**src/rtl/assert_macros.svh**
```systemverilog
// Assertion helpers included by the top-level RTL file.
// The synthesis view defines the same macros with empty bodies.
`ifndef ASSERT_MACROS_SVH
`define ASSERT_MACROS_SVH

`ifndef SYNTHESIS

// The property must hold at every clock edge out of reset.
`define ASSERT_ALWAYS(lbl, clk, rst_n, prop) \
    lbl: assert property (@(posedge clk) disable iff (!rst_n) (prop)) \
        else $error("assertion failed: invariant");

// The consequent must hold in the cycle after the antecedent.
`define ASSERT_NEXT(lbl, clk, rst_n, ante, cons) \
    lbl: assert property (@(posedge clk) disable iff (!rst_n) (ante) |=> (cons)) \
        else $error("assertion failed: next-cycle implication");

`else

`define ASSERT_ALWAYS(lbl, clk, rst_n, prop)
`define ASSERT_NEXT(lbl, clk, rst_n, ante, cons)

`endif

`endif

```
**src/rtl/i2cadc_pkg.sv**
```systemverilog
// ----------------------------------------------------------------------------
// I2C converter read master: shared package
// Types, register map and reset values used by the interfaces and modules.
// ----------------------------------------------------------------------------
`timescale 1ns / 1ps
`default_nettype none

package i2cadc_pkg;

    // Item kinds.
    localparam logic KIND_REQ  = 1'b0;
    localparam logic KIND_TICK = 1'b1;

    // Register indexes, taken from paddr[3:2].
    localparam logic [1:0] REG_DEV_ADDR    = 2'd0;
    localparam logic [1:0] REG_CTRL_BASE   = 2'd1;
    localparam logic [1:0] REG_ACK_TIMEOUT = 2'd2;

    localparam int APB_ADDR_W = 4;
    localparam int APB_DATA_W = 32;

    localparam logic [6:0] RST_DEV_ADDR    = 7'h48;
    localparam logic [7:0] RST_CTRL_BASE   = 8'h40;
    localparam logic [7:0] RST_ACK_TIMEOUT = 8'd250;

    // Number of bits in one bus byte.
    localparam logic [3:0] BYTE_BITS = 4'd8;

    // Which byte of the transfer is being sent and acknowledged.
    localparam logic [1:0] BYTE_ADDR_WR = 2'd0;
    localparam logic [1:0] BYTE_CTRL    = 2'd1;
    localparam logic [1:0] BYTE_ADDR_RD = 2'd2;

    typedef enum logic [5:0] {
        ST_IDLE      = 6'd0,
        ST_S_SDA_HI  = 6'd1,
        ST_S_SCL_HI  = 6'd2,
        ST_S_SDA_LO  = 6'd3,
        ST_W_SCL_LO  = 6'd4,
        ST_W_SDA     = 6'd5,
        ST_W_SCL_HI  = 6'd6,
        ST_W_END_SCL = 6'd7,
        ST_W_END_SDA = 6'd8,
        ST_A_SCL_HI  = 6'd9,
        ST_A_WAIT    = 6'd10,
        ST_R_SCL_LO  = 6'd11,
        ST_R_SDA_HI  = 6'd12,
        ST_R_SCL_HI  = 6'd13,
        ST_R_SAMPLE  = 6'd14,
        ST_N_SDA_HI  = 6'd15,
        ST_N_SCL_HI  = 6'd16,
        ST_N_SCL_LO  = 6'd17,
        ST_T_SDA_LO  = 6'd18,
        ST_T_SCL_HI  = 6'd19,
        ST_T_SDA_HI  = 6'd20
    } t_step;

    typedef struct packed {
        logic       kind;
        logic [1:0] channel;
        logic       sda_in;
    } t_req;

    typedef struct packed {
        logic       scl_out;
        logic       sda_out;
        logic       busy_res;
        logic       data_valid;
        logic [7:0] data_byte;
        logic       ack_missing;
    } t_res;

    typedef struct packed {
        logic [6:0] device_address;
        logic [7:0] control_base;
        logic [7:0] ack_timeout;
    } t_cfg;

endpackage

`default_nettype wire

```
**src/rtl/i2cadc_intf.sv**
```systemverilog
// ----------------------------------------------------------------------------
// I2C converter read master: channel interfaces
// Valid/ready channels for requests and results.
// ----------------------------------------------------------------------------
`timescale 1ns / 1ps
`default_nettype none

interface i2cadc_req_if import i2cadc_pkg::*; ();
    logic valid;
    logic ready;
    t_req data;

    modport source (output valid, output data, input ready);
    modport sink (input valid, input data, output ready);
endinterface

interface i2cadc_res_if import i2cadc_pkg::*; ();
    logic valid;
    logic ready;
    t_res data;

    modport source (output valid, output data, input ready);
    modport sink (input valid, input data, output ready);
endinterface

`default_nettype wire

```
**src/rtl/i2cadc_seq.sv**
```systemverilog
// ----------------------------------------------------------------------------
// I2C converter read master: bus sequencer
// Holds the bus state and advances it by one request or tick per go pulse.
// ----------------------------------------------------------------------------
`timescale 1ns / 1ps
`default_nettype none

module i2cadc_seq import i2cadc_pkg::*; (
    input  wire       i_clk,
    input  wire       i_rst_n,
    input  wire       i_go,
    input  wire t_req i_item,
    input  wire t_cfg i_cfg,
    output t_res      o_res
);

    t_step      r_step,    n_step;
    logic [3:0] r_bit_idx, n_bit_idx;
    logic [7:0] r_shift,   n_shift;
    logic [7:0] r_wait,    n_wait;
    logic       r_active,  n_active;
    logic       r_nack,    n_nack;
    logic       r_scl,     n_scl;
    logic       r_sda,     n_sda;
    logic [1:0] r_chan,    n_chan;
    logic [1:0] r_byte_no, n_byte_no;
    logic       n_done;
    logic [3:0] bit_inc;

    always_ff @(posedge i_clk) begin
        if (!i_rst_n) begin
            r_step    <= ST_IDLE;
            r_bit_idx <= '0;
            r_shift   <= '0;
            r_wait    <= '0;
            r_active  <= 1'b0;
            r_nack    <= 1'b0;
            r_scl     <= 1'b1;
            r_sda     <= 1'b1;
            r_chan    <= '0;
            r_byte_no <= BYTE_ADDR_WR;
        end else if (i_go) begin
            r_step    <= n_step;
            r_bit_idx <= n_bit_idx;
            r_shift   <= n_shift;
            r_wait    <= n_wait;
            r_active  <= n_active;
            r_nack    <= n_nack;
            r_scl     <= n_scl;
            r_sda     <= n_sda;
            r_chan    <= n_chan;
            r_byte_no <= n_byte_no;
        end
    end

    assign bit_inc = r_bit_idx + 4'd1;

    always_comb begin
        n_step    = r_step;
        n_bit_idx = r_bit_idx;
        n_shift   = r_shift;
        n_wait    = r_wait;
        n_active  = r_active;
        n_nack    = r_nack;
        n_scl     = r_scl;
        n_sda     = r_sda;
        n_chan    = r_chan;
        n_byte_no = r_byte_no;
        n_done    = 1'b0;

        if (i_item.kind == KIND_REQ) begin
            // A request while a transfer runs is dropped.
            if (!r_active) begin
                n_active  = 1'b1;
                n_chan    = i_item.channel;
                n_byte_no = BYTE_ADDR_WR;
                n_bit_idx = '0;
                n_wait    = '0;
                n_step    = ST_S_SDA_HI;
            end
        end else if (r_active) begin
            unique case (r_step)
                ST_S_SDA_HI: begin
                    n_sda  = 1'b1;
                    n_step = ST_S_SCL_HI;
                end
                ST_S_SCL_HI: begin
                    n_scl  = 1'b1;
                    n_step = ST_S_SDA_LO;
                end
                ST_S_SDA_LO: begin
                    n_sda     = 1'b0;
                    n_shift   = {i_cfg.device_address, r_byte_no != BYTE_ADDR_WR};
                    n_bit_idx = '0;
                    n_step    = ST_W_SCL_LO;
                end
                ST_W_SCL_LO: begin
                    n_scl  = 1'b0;
                    n_step = ST_W_SDA;
                end
                ST_W_SDA: begin
                    n_sda   = r_shift[7];
                    n_shift = {r_shift[6:0], 1'b0};
                    n_step  = ST_W_SCL_HI;
                end
                ST_W_SCL_HI: begin
                    n_scl = 1'b1;
                    if (bit_inc >= BYTE_BITS) begin
                        n_bit_idx = '0;
                        n_step    = ST_W_END_SCL;
                    end else begin
                        n_bit_idx = bit_inc;
                        n_step    = ST_W_SCL_LO;
                    end
                end
                ST_W_END_SCL: begin
                    n_scl  = 1'b0;
                    n_step = ST_W_END_SDA;
                end
                ST_W_END_SDA: begin
                    n_sda  = 1'b1;
                    n_step = ST_A_SCL_HI;
                end
                ST_A_SCL_HI: begin
                    n_scl  = 1'b1;
                    n_wait = '0;
                    n_step = ST_A_WAIT;
                end
                ST_A_WAIT: begin
                    // Hold the clock high until the slave pulls data low or time runs out.
                    if (i_item.sda_in && (r_wait < i_cfg.ack_timeout)) begin
                        n_wait = r_wait + 8'd1;
                    end else begin
                        if (i_item.sda_in) begin
                            n_nack = 1'b1;
                        end
                        n_scl = 1'b0;
                        if (r_byte_no == BYTE_ADDR_WR) begin
                            n_byte_no = BYTE_CTRL;
                            n_shift   = i_cfg.control_base | {6'd0, r_chan};
                            n_step    = ST_W_SCL_LO;
                        end else if (r_byte_no == BYTE_CTRL) begin
                            n_byte_no = BYTE_ADDR_RD;
                            n_step    = ST_S_SDA_HI;
                        end else begin
                            n_step = ST_R_SCL_LO;
                        end
                    end
                end
                ST_R_SCL_LO: begin
                    n_scl  = 1'b0;
                    n_step = ST_R_SDA_HI;
                end
                ST_R_SDA_HI: begin
                    n_sda     = 1'b1;
                    n_bit_idx = '0;
                    n_shift   = '0;
                    n_step    = ST_R_SCL_HI;
                end
                ST_R_SCL_HI: begin
                    n_scl  = 1'b1;
                    n_step = ST_R_SAMPLE;
                end
                ST_R_SAMPLE: begin
                    n_shift = {r_shift[6:0], i_item.sda_in};
                    n_scl   = 1'b0;
                    if (bit_inc >= BYTE_BITS) begin
                        n_bit_idx = '0;
                        n_done    = 1'b1;
                        n_step    = ST_N_SDA_HI;
                    end else begin
                        n_bit_idx = bit_inc;
                        n_step    = ST_R_SCL_HI;
                    end
                end
                ST_N_SDA_HI: begin
                    n_sda  = 1'b1;
                    n_step = ST_N_SCL_HI;
                end
                ST_N_SCL_HI: begin
                    n_scl  = 1'b1;
                    n_step = ST_N_SCL_LO;
                end
                ST_N_SCL_LO: begin
                    n_scl  = 1'b0;
                    n_step = ST_T_SDA_LO;
                end
                ST_T_SDA_LO: begin
                    n_sda  = 1'b0;
                    n_step = ST_T_SCL_HI;
                end
                ST_T_SCL_HI: begin
                    n_scl  = 1'b1;
                    n_step = ST_T_SDA_HI;
                end
                ST_T_SDA_HI: begin
                    n_sda    = 1'b1;
                    n_step   = ST_IDLE;
                    n_active = 1'b0;
                end
                default: begin
                    n_step   = ST_IDLE;
                    n_active = 1'b0;
                end
            endcase
        end

        o_res.scl_out     = n_scl;
        o_res.sda_out     = n_sda;
        o_res.busy_res    = n_active;
        o_res.data_valid  = n_done;
        o_res.data_byte   = n_done ? n_shift : 8'd0;
        o_res.ack_missing = n_nack;
    end

endmodule

`default_nettype wire

```
**src/rtl/i2c_adc_channel_read_master.sv**
```systemverilog
// A request is taken into the input register; the sequencer output for it is
// then registered in the result register, from which results are offered.
// Throughput: one request per clock unless results stall; sequencer state is the only loop.
// Reset (synchronous, active low): idle, both bus lines released, missing-ack
// flag cleared, registers back to address 0x48, control 0x40, timeout 250.
// ----------------------------------------------------------------------------
// I2C converter read master: top level
// Request and result channels, register port, and the two pipeline registers.
// ----------------------------------------------------------------------------
`timescale 1ns / 1ps
`default_nettype none

`include "assert_macros.svh"

module i2c_adc_channel_read_master import i2cadc_pkg::*; (
    input  wire                    i_clk,
    input  wire                    i_rst_n,
    i2cadc_req_if.sink             i_req,
    i2cadc_res_if.source           o_res,
    input  wire                    psel,
    input  wire                    penable,
    input  wire                    pwrite,
    input  wire [APB_ADDR_W-1:0]   paddr,
    input  wire [APB_DATA_W-1:0]   pwdata,
    output logic [APB_DATA_W-1:0]  prdata,
    output logic                   pready
);

    t_cfg r_cfg;
    t_req r_in;
    logic r_in_vld;
    t_res r_out;
    logic r_out_vld;
    t_res seq_res;
    logic s2_go;
    logic in_fire;
    logic cfg_wr;

    // ---------------- register port ----------------
    assign pready = 1'b1;
    assign cfg_wr = psel && penable && pwrite && pready;

    always_ff @(posedge i_clk) begin
        if (!i_rst_n) begin
            r_cfg.device_address <= RST_DEV_ADDR;
            r_cfg.control_base   <= RST_CTRL_BASE;
            r_cfg.ack_timeout    <= RST_ACK_TIMEOUT;
        end else if (cfg_wr) begin
            unique case (paddr[3:2])
                REG_DEV_ADDR:    r_cfg.device_address <= pwdata[6:0];
                REG_CTRL_BASE:   r_cfg.control_base   <= pwdata[7:0];
                REG_ACK_TIMEOUT: r_cfg.ack_timeout    <= pwdata[7:0];
                default: ;
            endcase
        end
    end

    always_comb begin
        unique case (paddr[3:2])
            REG_DEV_ADDR:    prdata = {25'd0, r_cfg.device_address};
            REG_CTRL_BASE:   prdata = {24'd0, r_cfg.control_base};
            REG_ACK_TIMEOUT: prdata = {24'd0, r_cfg.ack_timeout};
            default:         prdata = '0;
        endcase
    end

    // ---------------- pipeline ----------------
    // The sequencer advances whenever a request is held and the result register can take its output.
    assign s2_go       = r_in_vld && (!r_out_vld || o_res.ready);
    assign i_req.ready = !r_in_vld || s2_go;
    assign in_fire     = i_req.valid && i_req.ready;

    always_ff @(posedge i_clk) begin
        if (!i_rst_n) begin
            r_in_vld <= 1'b0;
        end else if (in_fire) begin
            r_in_vld <= 1'b1;
        end else if (s2_go) begin
            r_in_vld <= 1'b0;
        end
    end

    always_ff @(posedge i_clk) begin
        if (in_fire) begin
            r_in <= i_req.data;
        end
    end

    i2cadc_seq u_seq (
        .i_clk   (i_clk),
        .i_rst_n (i_rst_n),
        .i_go    (s2_go),
        .i_item  (r_in),
        .i_cfg   (r_cfg),
        .o_res   (seq_res)
    );

    always_ff @(posedge i_clk) begin
        if (!i_rst_n) begin
            r_out_vld <= 1'b0;
        end else if (s2_go) begin
            r_out_vld <= 1'b1;
        end else if (o_res.ready) begin
            r_out_vld <= 1'b0;
        end
    end

    always_ff @(posedge i_clk) begin
        if (s2_go) begin
            r_out <= seq_res;
        end
    end

    assign o_res.valid = r_out_vld;
    assign o_res.data  = r_out;

    // ---------------- checks ----------------
    // With no transfer running, both bus lines are released.
    `ASSERT_ALWAYS(a_idle_lines, i_clk, i_rst_n, !r_out_vld || r_out.busy_res || (r_out.scl_out && r_out.sda_out))
    // A completed byte is only reported inside a transfer.
    `ASSERT_ALWAYS(a_valid_busy, i_clk, i_rst_n, !(r_out_vld && r_out.data_valid) || r_out.busy_res)
    // Once a missing acknowledge is reported, later results keep the flag.
    `ASSERT_NEXT(a_nack_sticky, i_clk, i_rst_n, r_out_vld && r_out.ack_missing, r_out.ack_missing)
    // A held request is not dropped while the result side stalls.
    `ASSERT_NEXT(a_in_hold, i_clk, i_rst_n, r_in_vld && !s2_go, r_in_vld && $stable(r_in))

endmodule

`default_nettype wire

```
**src/flat_wrapper.sv**
```systemverilog
// flat-port wrapper written by rule: the top's interface ports become plain ports
module i2c_adc_channel_read_master_flat import i2cadc_pkg::*;
  (i_clk, i_rst_n, psel, penable, pwrite, paddr, pwdata, prdata, pready, i_req_valid, i_req_data, i_req_ready, o_res_valid, o_res_data, o_res_ready);
  i2cadc_req_if i_req_i ();
  i2cadc_res_if o_res_i ();
  input  wire i_clk;
  input  wire i_rst_n;
  input  wire psel;
  input  wire penable;
  input  wire pwrite;
  input  wire [APB_ADDR_W-1:0] paddr;
  input  wire [APB_DATA_W-1:0] pwdata;
  output logic [APB_DATA_W-1:0] prdata;
  output logic pready;
  input wire logic [$bits(i_req_i.valid)-1:0] i_req_valid;
  input wire logic [$bits(i_req_i.data)-1:0] i_req_data;
  output wire logic [$bits(i_req_i.ready)-1:0] i_req_ready;
  output wire logic [$bits(o_res_i.valid)-1:0] o_res_valid;
  output wire logic [$bits(o_res_i.data)-1:0] o_res_data;
  input wire logic [$bits(o_res_i.ready)-1:0] o_res_ready;
  assign i_req_i.valid = i_req_valid;
  assign i_req_i.data = i_req_data;
  assign i_req_ready = i_req_i.ready;
  assign o_res_valid = o_res_i.valid;
  assign o_res_data = o_res_i.data;
  assign o_res_i.ready = o_res_ready;
  i2c_adc_channel_read_master u_core (.i_clk(i_clk), .i_rst_n(i_rst_n), .i_req(i_req_i), .o_res(o_res_i), .psel(psel), .penable(penable), .pwrite(pwrite), .paddr(paddr), .pwdata(pwdata), .prdata(prdata), .pready(pready));
endmodule
```
**config.mk**
```make
export PLATFORM = sky130hd
export DESIGN_NAME = i2c_adc_channel_read_master_flat
export DESIGN_NICKNAME = d
export VERILOG_FILES = /design/src/rtl/i2cadc_pkg.sv /design/src/rtl/i2cadc_intf.sv /design/src/rtl/i2cadc_seq.sv /design/src/rtl/i2c_adc_channel_read_master.sv /design/src/flat_wrapper.sv
export VERILOG_INCLUDE_DIRS = /design/src /design/src/rtl
export SDC_FILE = /design/constraint.sdc
export NUM_CORES = 1
export LEC_CHECK = 0
export ABC_CLOCK_PERIOD_IN_PS = 6000
export BUFFER_PORTS_ARGS = -buffer_cell sky130_fd_sc_hd__buf_2
export CORE_UTILIZATION = 59
export DETAILED_ROUTE_END_ITERATION = 10
export GPL_ROUTABILITY_DRIVEN = 0
export PLACE_DENSITY = 0.86
export SYNTH_ARGS = -nofsm -noshare
export SYNTH_HDL_FRONTEND = slang
export SYNTH_SLANG_ARGS = --single-unit
```
**constraint.sdc**
```tcl
create_clock -name i_clk -period 6 [get_ports i_clk]
set_input_delay 0.9 -clock i_clk [delete_from_list [all_inputs] [get_ports i_clk]]
set_output_delay 0.9 -clock i_clk [all_outputs]
set_load 0.1 [all_outputs]
```
Word-level counts from Yosys, hierarchy flattened:

Index checks and enable logic that the tools add are counted.

* magnitude comparators: 2
* bitwise logic cells: 3
* equal/unequal tests: 32
* add/subtract/negate cells: 2
* mux-type cells: 55
* reductions and logical operators: 29

Operators by type and width (count)
* one-hot mux 6 bit (19 select lines): 1
* 2-to-1 mux 8 bit: 8
* equality test 6 x 4 -> 1 bit, second input constant: 8
* one-hot mux 8 bit (5 select lines): 1
* equality test 6 x 5 -> 1 bit, second input constant: 5
* equality test 6 x 3 -> 1 bit, second input constant: 4
* 2-to-1 mux 4 bit: 6
* 2-to-1 mux 6 bit: 4
* one-hot mux 8 bit (3 select lines): 1
* 2-to-1 mux 1 bit: 21
* OR reduction 19 bit: 1
* 2-to-1 mux 2 bit: 9
* one-hot mux 8 bit (2 select lines): 1
* != test 3 bit, second input constant: 5
* equality test 6 x 2 -> 1 bit, second input constant: 2
* OR reduction 5 bit: 2
* adder 8 x 1 -> 8 bit, second input constant: 1
* < comparator 8 bit: 1
* bitwise OR 8 x 2 -> 8 bit: 1
* one-hot mux 4 bit (2 select lines): 1
* AND reduction 4 bit: 2
* equality test 6 x 1 -> 1 bit, second input constant: 1
* != test 2 bit, second input constant: 3
* one-hot mux 1 bit (3 select lines): 2
* 17 further kinds: 32

* flip-flop bits (word level): 76
* output and inout bits: 48
* input bits: 47
* word-level logic and storage cells: 147

Depth between registers and ports, before layout:

Gate-level depths: netlist (run 1).

* word-level depth: 7
* mapped depth: 9
* depth with buffers taken out: 8

Cells and area by module:

Synthesis (run 1) repeated with hierarchy kept, for this count alone.

* cells, all modules: 525
* area total of the unflattened synthesis: 4514.3 µm²

By module, submodules not included
* i2cadc_seq: sequential area each 660.6 µm², times used 1, area an instance 2592.5 µm², cells each 350
* i2c_adc_channel_read_master: sequential area each 1011.0 µm², times used 1, area an instance 1921.8 µm², cells each 175

Least setup slack after synthesis (run 1):

Ideal clock, no wire load.

* kind: in2out
* start: input port paddr[3]
* end: output port prdata[0]
* path buffers: 1
* data arrival time: 3.317 ns
* required time: 5.100 ns
* stages: 3
* path slack: 1.783 ns
* path through: buf_2 mux2i_1 o21ai_0

* cells in the longest elaborated chain, start to end: 2
* elaborated cells between the ends (all ways): 4
* those cells by class: eq/ne: 2; mux: 1; reduce/logical: 1

Ends and longest elaborated chain
* from (decl): line flat_wrapper.sv:11 `input wire [APB_ADDR_W-1:0] paddr;`
* equality test 2 bit (tied with other cells): line i2c_adc_channel_read_master.sv:59 `unique case (paddr[3:2])`
* one-hot mux 8 bit (3 select lines) *: line i2c_adc_channel_read_master.sv:59
* to (decl): line flat_wrapper.sv:13 `output logic [APB_DATA_W-1:0] prdata;`

Every way passes the cells marked *; elsewhere a longest branch is shown, timed or not.

Worst setup path after layout (run 1):

* start: input port paddr[2]
* end: output port prdata[6]

The elaborated chain is that of the path after synthesis.

==> results.md, run 1 <==
Power
* 1.76 nW — leakage power total
* 247 nW/um^2 — power density of the placed cells
* 0.157 mV — worst voltage drop across the vdd grid

Drt
* 15.3 um — Routed wire per std cell
* 9100 um — final routed wirelength across all metal layers
* 429 — DRC violation total after the first TritonRoute iteration
* 5.97 — mean number of vias per cell
* 3,551 — via count
* 0 — ANT nets after route
* 0 — DR DRC count
* 7 — DRT Pass-1 Iters

Hold path
* flop to flop — HP Class

Placed design
* 43 — number of buffer cells added on primary ports
* 4280 um^2 — Post-DP Area
* 579 — Placed Instances
* 6410 um — HPWL after DPL
* 2.77 ns — worst setup timing slack at the placement stage

STA
* 0 — number of setup violations in the final report
* 2.78 ns — post-route setup slack
* 0.0111 ns — worst setup skew after layout
* no — unrepaired setup endpoints after global routing
* 0 ns — Total Negative Setup Slacks
* 310 MHz — maximum clock frequency
* 0 — fin. max-slew vios
* 1.09 ns — Worst Max-Slew Pin Slew
* 0 — endpoints failing hold
* 53.7% — final critical-path share of the clock period
* 27.0% — relative max-transition margin
* 3.22 ns — Final Critical Period

Clock tree
* 0.09 ns — clock slew at the register clock pins of the worst setup and hold paths
* done — CTS tree
* 9 — Num CTS Buffers
* 0 — post_cts resized
* 0 — CTS Hold Bufs
* 3 — H-tree levels
* 0.35 ns — clock latency reported for the late side of the worst-skew pair
* 75 — clock sink total
* 0 — buffers inserted by post-CTS timing repair
* sky130_fd_sc_hd__clkbuf_8 — root cell of the clock tree
* 2 — Max Root-Sink Buffers

Outcome
* finished, final reports clean — outcome

Logic synthesis
* 75 — post-synthesis register bit count
* 17 — number of enable flip-flop cells after synthesis
* 8.91 um^2 — average cell area after synthesis
* 0% — post-synthesis async set-or-reset flop share
* 4150 um^2 — mapped cell area
* 0 — synth warn
* sky130_fd_sc_hd__dfxtp_1 — cell taking the most area after synthesis
* 466 — number of instances in the synthesized netlist
* 40.3% — part of the Yosys area used for sequential elements
* 28.0% — share of Yosys cell area claimed by the top area cell type
* 67 — count of cell types in the netlist
* sky130_fd_sc_hd__dfxtp_1 — most instantiated flip-flop cell in the synthesis netlist
* sky130_fd_sc_hd__dfxtp_1 28%, sky130_fd_sc_hd__edfxtp_1 12%, sky130_fd_sc_hd__mux2i_1 5.8% — ranking of synthesized cells by area

Worst setup path
* sky130_fd_sc_hd__buf_2 — Crit path top cell by count
* 0.54 ns — largest stage delay on the critical path
* output port — critical path capture point type
* input pin to output port — crit path kind
* 12 — critical-path maximum fanout
* 2 — worst path bufs/invs
* buffers and inverters — kind of cell adding the most delay to the critical path
* 5.10 ns — required time of the critical path
* 2.32 ns — data arrival time at the worst-slack endpoint
* sky130_fd_sc_hd__nor2b_1 — Slowest-stage cell, CP
* buf_2, nor2b_1, nand2_1, o21ai_0, buf_2 — cell breakdown of the critical path
* input pin — crit path launch type

Final layout
* 4470 um^2 — post-route cell area
* 0 — Antenna Cells
* 7.68% — Synth-to-Final Area Change
* 595 — number of non-filler instances in the completed layout
* 535 — fill cell instance count of the final layout
* 17.6% — share of cells above drive strength 1
* 552 — Final #Nets

Die
* 7380 um^2 — Total Die Area
* 30 — row count
* 6790 um^2 — Core Footprint
* 85.9 um — Die Span Y
* 61.1% — Starting Density
* 95 — I/O Pins
* 85.9 um — width of the die

Run
* 0 — maxcap violations

Global route
* 3,164 — vias in the first global route
* 15,100 um — wire length of the first global-routing pass
* 31 — largest net degree at the start of global routing
* 26.0% — Total Routing Usage GR
* 0 — overall overflow remaining after global route
* 0 — number of antenna violations at the first check in global routing

## metrics by stage
stage	power (mW)	util, %	hold slack, ns
floorplan	0.717	-	0.437
global placement	0.726	63.0	0.470
detailed placement	0.728	63.0	0.470
CTS	1.11	65.8	0.492
global route	1.14	65.8	0.510
finish	1.11	65.8	0.490
## area by class of cell
cell class,count,area (um^2),share of cell area (%)
inverters,18,67.6,1.51
repair buffers,45,230,5.15
clock inverters,6,65.1,1.45
flip-flops and latches,75,1670,37.4
well taps,96,120,2.69
multi-input cells,345,2190,49.0
clock buffers,10,128,2.85
## worst reg2reg max path: cells and delay by family, from the launching register on
family,cells,cell delay [ns]
buffers and inverters,1,0.63
flip-flops,1,0.30
AND/OR/NAND/NOR,5,1.47
AO/OA/AOI/OAI,1,0.14
## logic make-up (layout without fill, tap and decap cells)
group,count (synthesis),in the layout,synth area share [%]
adders and majority gates,11,11,3.31
and+or+nand+nor,166,166,19.9
DFF,75,75,40.3
xor gates and xnor gates,4,4,0.844
other,2,25,0.181
muxes,31,31,7.68
buffers and inverters,69,79,9.10
AOI/OAI and AO/OA,108,108,18.7
## flip-flops by register name, summed over array words and instances, names as in the netlist
| name | count |
|---|---|
| u_core.o_res.data | 13 |
| u_core.o_res.valid | 1 |
| u_core.r_cfg | 23 |
| u_core.r_in | 4 |
| u_core.r_in_vld | 1 |
| u_core.u_seq.r_active | 1 |
| u_core.u_seq.r_bit_idx | 4 |
| u_core.u_seq.r_byte_no | 2 |
| u_core.u_seq.r_chan | 2 |
| u_core.u_seq.r_nack | 1 |
| u_core.u_seq.r_scl | 1 |
| u_core.u_seq.r_sda | 1 |
| u_core.u_seq.r_shift | 8 |
| u_core.u_seq.r_step | 5 |
| u_core.u_seq.r_wait | 8 |
## routing by layer
metal	track usage, %	vias to the layer above	routed length [um]
met4	11.5	0	244
met2	40.2	157	4310
met1	35.1	1675	4000
met5	0	-	0
met3	5.39	28	545
li1	-	1691	-
## where the power goes
part           leakage, nW  internal (mW)  switching [mW]
registers            0.618          0.525         0.00872
clock network       0.0966          0.193           0.194
logic                 1.04         0.0252           0.159
total                 1.76          0.744           0.362
## path summary, 6_finish.rpt
path                                              from                                endpoint  slack, ns  cells after the start
setup reg to reg       u_core.o_res.valid$_SDFFE_PN0P_  u_core.u_seq.r_bit_idx[2]$_SDFFE_PN0P_       3.38                      7
hold reg to reg   u_core.u_seq.r_shift[4]$_SDFFE_PN0P_    u_core.u_seq.r_shift[4]$_SDFFE_PN0P_       0.49                      1
hold / removal    u_core.u_seq.r_shift[4]$_SDFFE_PN0P_    u_core.u_seq.r_shift[4]$_SDFFE_PN0P_       0.49                      1
setup / recovery                              paddr[2]                               prdata[6]       2.78                      5
## placed cells by master (no fill, tap or decap), types with 3 or more instances in the layout
cell type and instances:
sky130_fd_sc_hd__dfxtp_1 58, sky130_fd_sc_hd__nand2_1 50, sky130_fd_sc_hd__nor2_1 43, sky130_fd_sc_hd__buf_2 43, sky130_fd_sc_hd__conb_1 25, sky130_fd_sc_hd__mux2i_1 24, sky130_fd_sc_hd__o21ai_0 23, sky130_fd_sc_hd__a21oi_1 22
sky130_fd_sc_hd__inv_1 18, sky130_fd_sc_hd__nand3_1 17, sky130_fd_sc_hd__edfxtp_1 17, sky130_fd_sc_hd__ha_1 11, sky130_fd_sc_hd__nor2b_1 10, sky130_fd_sc_hd__o211ai_1 9, sky130_fd_sc_hd__clkbuf_8 9, sky130_fd_sc_hd__mux2_2 7
sky130_fd_sc_hd__a222oi_1 7, sky130_fd_sc_hd__o2bb2ai_1 7, sky130_fd_sc_hd__o31ai_1 6, sky130_fd_sc_hd__nand2b_1 5, sky130_fd_sc_hd__and2_1 5, sky130_fd_sc_hd__a31oi_1 5, sky130_fd_sc_hd__or3_1 4, sky130_fd_sc_hd__nand4_1 4
sky130_fd_sc_hd__nor3b_1 3, sky130_fd_sc_hd__nand3b_1 3, sky130_fd_sc_hd__nor3_1 3, sky130_fd_sc_hd__or4_1 3, sky130_fd_sc_hd__a211oi_1 3
## cells in the mapped netlist (all sizes together) (3+ instances only)
cell,n
dfxtp,58
nand2,50
nor2,43
buf,37
mux2i,24
a21oi,23
o21ai,23
inv,18
edfxtp,17
nand3,17
clkbuf,14
ha,11
nor2b,10
o211ai,9
a31oi,8
a222oi,7
and2,7
mux2,7
o2bb2ai,7
o31ai,6
or3,6
nand2b,5
nand4,4
nor3,4
or4,4
a211oi,3
nand3b,3
nor3b,3
(Power assumes the default switching activity.)
==> inputs of run 2 (changes only) <==
--- a/config.mk
+++ b/config.mk
@@ -6,12 +6,13 @@
 export SDC_FILE = /design/constraint.sdc
 export NUM_CORES = 1
 export LEC_CHECK = 0
-export ABC_CLOCK_PERIOD_IN_PS = 6000
+export ABC_AREA = 1
+export ABC_CLOCK_PERIOD_IN_PS = 3100
 export BUFFER_PORTS_ARGS = -buffer_cell sky130_fd_sc_hd__buf_2
-export CORE_UTILIZATION = 59
+export CORE_UTILIZATION = 55
 export DETAILED_ROUTE_END_ITERATION = 10
 export GPL_ROUTABILITY_DRIVEN = 0
-export PLACE_DENSITY = 0.86
+export PLACE_DENSITY = 0.81
 export SYNTH_ARGS = -nofsm -noshare
 export SYNTH_HDL_FRONTEND = slang
 export SYNTH_SLANG_ARGS = --single-unit
==> constraint.sdc (replaced) <==
create_clock -name i_clk -period 3.1 [get_ports i_clk]
set_input_delay 0.465 -clock i_clk [delete_from_list [all_inputs] [get_ports i_clk]]
set_output_delay 0.465 -clock i_clk [all_outputs]
set_load 0.1 [all_outputs]
==> run 2 against run 1 <==
  * Final cell count up 26%
  * Global-route usage down 0.16 points
  * Clock skew up 0.0085 ns
  * Sequential share of layout area decreased by 2.1 points
  * Via count up 17%
  * Sequential cell count did not move
  * Routed wire length up 13%
  * Setup slack worse by 2.0 ns
  * Largest cell class unchanged
==> results.md, run 2 <==
Logic synthesis
* 0 — synth warn
* sky130_fd_sc_hd__dfxtp_1 — cell taking the most area after synthesis
* 75 — post-synthesis register bit count
* 135 x sky130_fd_sc_hd__nand2_1, 68 x sky130_fd_sc_hd__inv_1, 58 x sky130_fd_sc_hd__dfxtp_1 — top post-synthesis cells by count
* 27.0% — share of Yosys cell area claimed by the top area cell type
* 7.17 um^2 — average cell area after synthesis
* 599 — number of instances in the synthesized netlist
* 38.9% — part of the Yosys area used for sequential elements
* sky130_fd_sc_hd__nand2_1 — most frequent cell after synthesis
* 43 — count of cell types in the netlist
* sky130_fd_sc_hd__dfxtp_1 27%, sky130_fd_sc_hd__edfxtp_1 12%, sky130_fd_sc_hd__nand2_1 12% — ranking of synthesized cells by area
* sky130_fd_sc_hd__dfxtp_1 — most instantiated flip-flop cell in the synthesis netlist
* 17 — number of enable flip-flop cells after synthesis
* 4290 um^2 — mapped cell area
* 0% — post-synthesis async set-or-reset flop share

Die
* 90.3 um — Die Span Y
* 7410 um^2 — Core Footprint
* 57.9% — Starting Density
* 90.3 um — width of the die
* 95 — I/O Pins
* 31 — row count
* 8160 um^2 — Total Die Area

STA
* 0 — fin. max-slew vios
* 432 MHz — maximum clock frequency
* no — unrepaired setup endpoints after global routing
* 58.2% — relative max-transition margin
* 0 — number of setup violations in the final report
* 0.625 ns — Worst Max-Slew Pin Slew
* 2.31 ns — Final Critical Period
* 0 — endpoints failing hold
* 0.0195 ns — worst setup skew after layout
* 0 ns — Total Negative Setup Slacks
* 74.7% — final critical-path share of the clock period

Drt
* 5.55 — mean number of vias per cell
* 6 — DRT Pass-1 Iters
* 10,300 um — final routed wirelength across all metal layers
* 4840 um — routed wire length on met2
* 13.8 um — Routed wire per std cell
* 0 — DR DRC count
* 0 — ANT nets after route
* 788 um — Met3 Wirelength
* met4 — uppermost layer routed
* 337 — DRC violation total after the first TritonRoute iteration
* 4430 um — total routed wire length on the met1 layer
* 4,149 — via count

Final layout
* 10.4% — Synth-to-Final Area Change
* 135 x sky130_fd_sc_hd__nand2_1, 68 x sky130_fd_sc_hd__inv_1, 58 x sky130_fd_sc_hd__dfxtp_1 — commonest non-fill, non-tap cells in the layout
* 64.0% — final standard cell utilization of the core
* sky130_fd_sc_hd__nand2_1 — most common cell after layout, fill and taps aside
* u_core.r_cfg — largest register by flop count
* 23 — number of flip-flops in the largest register
* 702 — Final #Nets
* 0 — Antenna Cells
* 13.4% — share of cells above drive strength 1

Worst setup path
* 8 — critical-path maximum fanout
* buffers and inverters — kind of cell adding the most delay to the critical path
* buf_2, inv_1, nor2_1, inv_1, o221ai_1, buf_2 — cell breakdown of the critical path
* 0.46 ns — largest stage delay on the critical path
* input pin — crit path launch type
* input pin to output port — crit path kind
* 4 — worst path bufs/invs
* output port — critical path capture point type
* sky130_fd_sc_hd__buf_2 — Slowest-stage cell, CP
* 2.63 ns — required time of the critical path
* 1.85 ns — data arrival time at the worst-slack endpoint

Clock tree
* 0.36 ns — clock latency reported for the late side of the worst-skew pair
* 3 — H-tree levels
* 0 — post_cts resized
* done — CTS tree
* sky130_fd_sc_hd__clkbuf_8 — root cell of the clock tree
* 0 — buffers inserted by post-CTS timing repair
* 0 — CTS Hold Bufs
* 2 — Max Root-Sink Buffers
* 75 — clock sink total
* 9 — Num CTS Buffers
* 0.09 ns — clock slew at the register clock pins of the worst setup and hold paths

Run
* 0 — maxcap violations

Power
* 0.217 mV — worst voltage drop across the vdd grid
* 2.39 mW — post-layout power
* 35.9% — power share of the clock group
* 0.821 mW — net switching component of the power
* 505 nW/um^2 — power density of the placed cells
* 19.7% — combinational cell fraction of total power
* 34.3% — switching part of the total
* 2.17 nW — leakage power total
* 44.4% — share of power burned in registers
* 1.57 mW — total internal power

Hold path
* input pin to flop — HP Class

Global route
* 17,200 um — wire length of the first global-routing pass
* 25.8% — Total Routing Usage GR
* 0 — overall overflow remaining after global route
* 0 — number of antenna violations at the first check in global routing
* 33 — largest net degree at the start of global routing
* 3,706 — vias in the first global route

Placed design
* 7370 um — HPWL after DPL
* 43 — number of buffer cells added on primary ports

Outcome
* finished, final reports clean — outcome

## run 2: cell type report
type                    instances  area, um^2
well taps                      99         124
fillers                       668        2670
repair buffers                 49         260
clock buffers                   9         124
clock inverters                 7        98.8
flip-flops and latches         75        1670
multi-input cells             430        2160
inverters                      79         298
## run 2: power groups by stage
stage | registers [mW] | logic [mW] | clock network, mW
3_3_place_gp | 1.08 | 0.458 | 0
2_1_floorplan | 1.13 | 0.366 | 0
5_1_grt | 1.07 | 0.501 | 0.916
6_report | 1.06 | 0.472 | 0.858
4_1_cts | 1.06 | 0.467 | 0.866
3_5_place_dp | 1.08 | 0.463 | 0
## run 2: kinds of logic (layout without fill, tap and decap cells)
family	count (synthesis)	count (layout)	share of synthesized area [%]
simple gates	264	264	26.4
compound gates	128	128	18.1
buf+inv	117	144	12.7
flops	75	75	38.9
fa+ha+maj	11	11	3.21
other cells	2	25	0.175
xor+xnor	2	2	0.408
## run 2: worst paths after layout
path                                          start                                endpoint  slack [ns]  cells past startpoint
max                                        paddr[2]                               prdata[0]        0.79                      6
min reg2reg  u_core.u_seq.r_bit_idx[3]$_SDFFE_PN0P_  u_core.u_seq.r_bit_idx[3]$_SDFFE_PN0P_        0.45                      2
min                                   i_req_data[0]                u_core.r_in[0]$_DFFE_PP_        0.28                      1
max reg2reg     u_core.u_seq.r_step[1]$_SDFFE_PN0P_      u_core.o_res.data[2]$_SDFFCE_PN0P_        0.93                     11
## run 2: metal layers
metal | global-route usage (%) | vias to the layer above
li1 | - | 2037
met1 | 33.8 | 1883
met4 | 10.2 | 0
met2 | 42.0 | 199
met5 | 0 | -
met3 | 4.97 | 30
## run 2: through the flow
step	cell area [um^2]	worst slack [ns]	hold WS, ns	cells
finish	4740	0.785	0.280	748
global route	4740	0.652	0.268	748
CTS	4740	0.809	0.273	748
detailed placement	4520	0.819	0.442	732
global placement	4520	0.829	0.436	732
floorplan	4380	0.193	0.427	622
==> inputs of run 3 (changes only) <==
--- a/config.mk
+++ b/config.mk
@@ -7,12 +7,12 @@
 export NUM_CORES = 1
 export LEC_CHECK = 0
 export ABC_AREA = 1
-export ABC_CLOCK_PERIOD_IN_PS = 3100
+export ABC_CLOCK_PERIOD_IN_PS = 2000
 export BUFFER_PORTS_ARGS = -buffer_cell sky130_fd_sc_hd__buf_2
-export CORE_UTILIZATION = 55
+export CORE_UTILIZATION = 49
 export DETAILED_ROUTE_END_ITERATION = 10
 export GPL_ROUTABILITY_DRIVEN = 0
-export PLACE_DENSITY = 0.81
+export PLACE_DENSITY = 0.76
 export SYNTH_ARGS = -nofsm -noshare
 export SYNTH_HDL_FRONTEND = slang
 export SYNTH_SLANG_ARGS = --single-unit
==> constraint.sdc (replaced) <==
create_clock -name i_clk -period 2 [get_ports i_clk]
set_input_delay 0.3 -clock i_clk [delete_from_list [all_inputs] [get_ports i_clk]]
set_output_delay 0.3 -clock i_clk [all_outputs]
set_load 0.1 [all_outputs]
==> run 3 against run 2 <==
  * Setup slack worse by 0.66 ns
  * Utilization is 2.9 points lower
  * Sequential share of layout area is 2.3 points lower
  * Critical path depth increased by 3
  * Largest power group unchanged
  * Cell area is 7.4% higher
  * Clock skew down 0.0060 ns
  * Clock power up 59%
  * Worst hold slack lost 0.13 ns
  * Final cell count is 3.7% higher
  * Combinational power increased by 69%
  * Highest routed layer unchanged
  * Clock-buffer cell count unchanged
  * Routed wire length is 6.1% higher
==> results.md, run 3 (synthesis results as in run 2) <==
Worst setup path
* 2.08 ns — data arrival time at the worst-slack endpoint
* flop to flop — crit path kind
* u_core.r_cfg[3]$_SDFFE_PN1P_ — startpoint of the lowest-slack register-to-register path
* flop — critical path capture point type
* inv_1, ha_1, a21oi_1, nand2_1, nand2_2, nand2_4, o21ai_4, nand2_1, a21oi_1 — cell breakdown of the critical path
* flop — crit path launch type
* 7 — critical-path maximum fanout
* 2.21 ns — required time of the critical path
* 0.31 ns — largest stage delay on the critical path
* u_core.r_cfg[3]$_SDFFE_PN1P_ — Crit. Startpoint
* sky130_fd_sc_hd__dfxtp_1 — Slowest-stage cell, CP

Outcome
* finished, final reports clean — outcome

Drt
* met4 — uppermost layer routed
* 14.1 um — Routed wire per std cell
* 4,255 — via count
* 5180 um — routed wire length on met2
* 301 — DRC violation total after the first TritonRoute iteration
* 0 — ANT nets after route
* 10,900 um — final routed wirelength across all metal layers
* 5.48 — mean number of vias per cell
* 906 um — Met3 Wirelength
* 0 — DR DRC count
* 5 — DRT Pass-1 Iters
* 4590 um — total routed wire length on the met1 layer

STA
* 93.9% — final critical-path share of the clock period
* 1.88 ns — Final Critical Period
* 0 — fin. max-slew vios
* 0.0135 ns — worst setup skew after layout
* 0 — endpoints failing hold
* 0 — number of setup violations in the final report
* 533 MHz — maximum clock frequency

Die
* 95.6 um — width of the die
* 95.6 um — Die Span Y
* 33 — row count
* 51.5% — Starting Density
* 95 — I/O Pins
* 9140 um^2 — Total Die Area
* 8340 um^2 — Core Footprint

Clock tree
* done — CTS tree
* 9 — Num CTS Buffers
* 0.35 ns — clock latency reported for the late side of the worst-skew pair
* 0.09 ns — clock slew at the register clock pins of the worst setup and hold paths
* 75 — clock sink total
* 0 — CTS Hold Bufs
* sky130_fd_sc_hd__clkbuf_8 — root cell of the clock tree
* 2 — Max Root-Sink Buffers
* 3 — H-tree levels

Final layout
* 776 — number of non-filler instances in the completed layout
* 23 — number of flip-flops in the largest register
* 18.6% — Synth-to-Final Area Change
* 724 — Final #Nets
* u_core.r_cfg — largest register by flop count
* 18.8% — share of cells above drive strength 1
* 0 — Antenna Cells
* sky130_fd_sc_hd__nand2_1 — most common cell after layout, fill and taps aside
* 133 x sky130_fd_sc_hd__nand2_1, 68 x sky130_fd_sc_hd__inv_1, 53 x sky130_fd_sc_hd__dfxtp_1 — commonest non-fill, non-tap cells in the layout

Global route
* 0 — overall overflow remaining after global route
* 25.0% — Total Routing Usage GR
* 17,800 um — wire length of the first global-routing pass
* 0 — number of antenna violations at the first check in global routing
* 3,859 — vias in the first global route
* 33 — largest net degree at the start of global routing

Power
* 2.34 nW — leakage power total
* 3.80 mW — post-layout power
* 747 nW/um^2 — power density of the placed cells
* 21.0% — combinational cell fraction of total power
* 34.2% — switching part of the total
* 1.30 mW — net switching component of the power
* 2.50 mW — total internal power
* 0.408 mV — worst voltage drop across the vdd grid
* 43.3% — share of power burned in registers
* 35.7% — power share of the clock group

Hold path
* i_req_data[1] — hold path startpoint
* input pin to flop — HP Class

Placed design
* 43 — number of buffer cells added on primary ports
* 755 — Placed Instances
* 8020 um — HPWL after DPL

Run
* 0 — maxcap violations

run 3: changes by cell type in the layout (fill, tap and decap cells not counted), sizes merged:
cell      delta
clkinvlp     -2
inv          +2
buf         +22
run 3: cell type report:
class                      count  area (um^2)
clock buffer                   9          124
clock inverter                 7          106
fill                         740         3250
inverter                      79          298
multi-input combinational    430         2210
sequential                    75         1680
tap                          105          131
timing repair buffer          71          546
run 3: metrics by stage:
step	hold slack, ns	setup WS [ns]	util (%)	setup TNS, ns	cell area (um^2)
floorplan	0.399	-0.404	-	-2.63	4390
global placement	0.439	0.0952	57.4	0	4790
detailed placement	0.445	0.00756	57.4	0	4790
CTS	0.146	0.0202	60.2	0	5020
global route	0.145	-0.00505	61.0	-0.00505	5090
finish	0.152	0.122	61.0	0	5090
run 3: worst paths after layout:
| kind | end | cells after the start | slack (ns) |
|---|---|---|---|
| worst max register to register | u_core.o_res.data[6]$_SDFFCE_PN0P_ | 9 | 0.12 |
| worst min-delay path | u_core.r_in[1]$_DFFE_PP_ | 1 | 0.15 |
| worst min register to register | u_core.u_seq.r_bit_idx[3]$_SDFFE_PN0P_ | 2 | 0.45 |
| worst max-delay path | u_core.o_res.data[6]$_SDFFCE_PN0P_ | 9 | 0.12 |
run 3: metal layers:
metal	up-vias	GRT usage, %
li1	2089	-
met1	1918	33.6
met2	217	40.3
met3	31	3.11
met4	0	11.1
met5	-	0
run 3: worst max-delay path, delay by kind of cell, from the launching register on:
| kind | cells | cell delay (ns) |
|---|---|---|
| AO/OA/AOI/OAI | 3 | 0.60 |
| adder cells (fa/ha/maj) | 1 | 0.29 |
| AND/OR/NAND/NOR | 4 | 0.44 |
| buffers and inverters | 1 | 0.07 |
| flip-flops | 1 | 0.31 |
run 3: power by group through the flow:
stage	Combinational (mW)	Sequential (mW)	Clock [mW]
after detailed placement	0.782	1.68	0
after global placement	0.770	1.67	0
final	0.798	1.65	1.36
after global routing	0.851	1.65	1.42
after CTS	0.785	1.64	1.37
after floorplan	0.570	1.75	0
run 3: what timing repair did:
action,in CTS,in global routing
gates resized for setup,1,13
endpoints found under the hold margin,0,0
pin swaps,0,2
setup endpoints to repair,2,31
buffers inserted,0,5
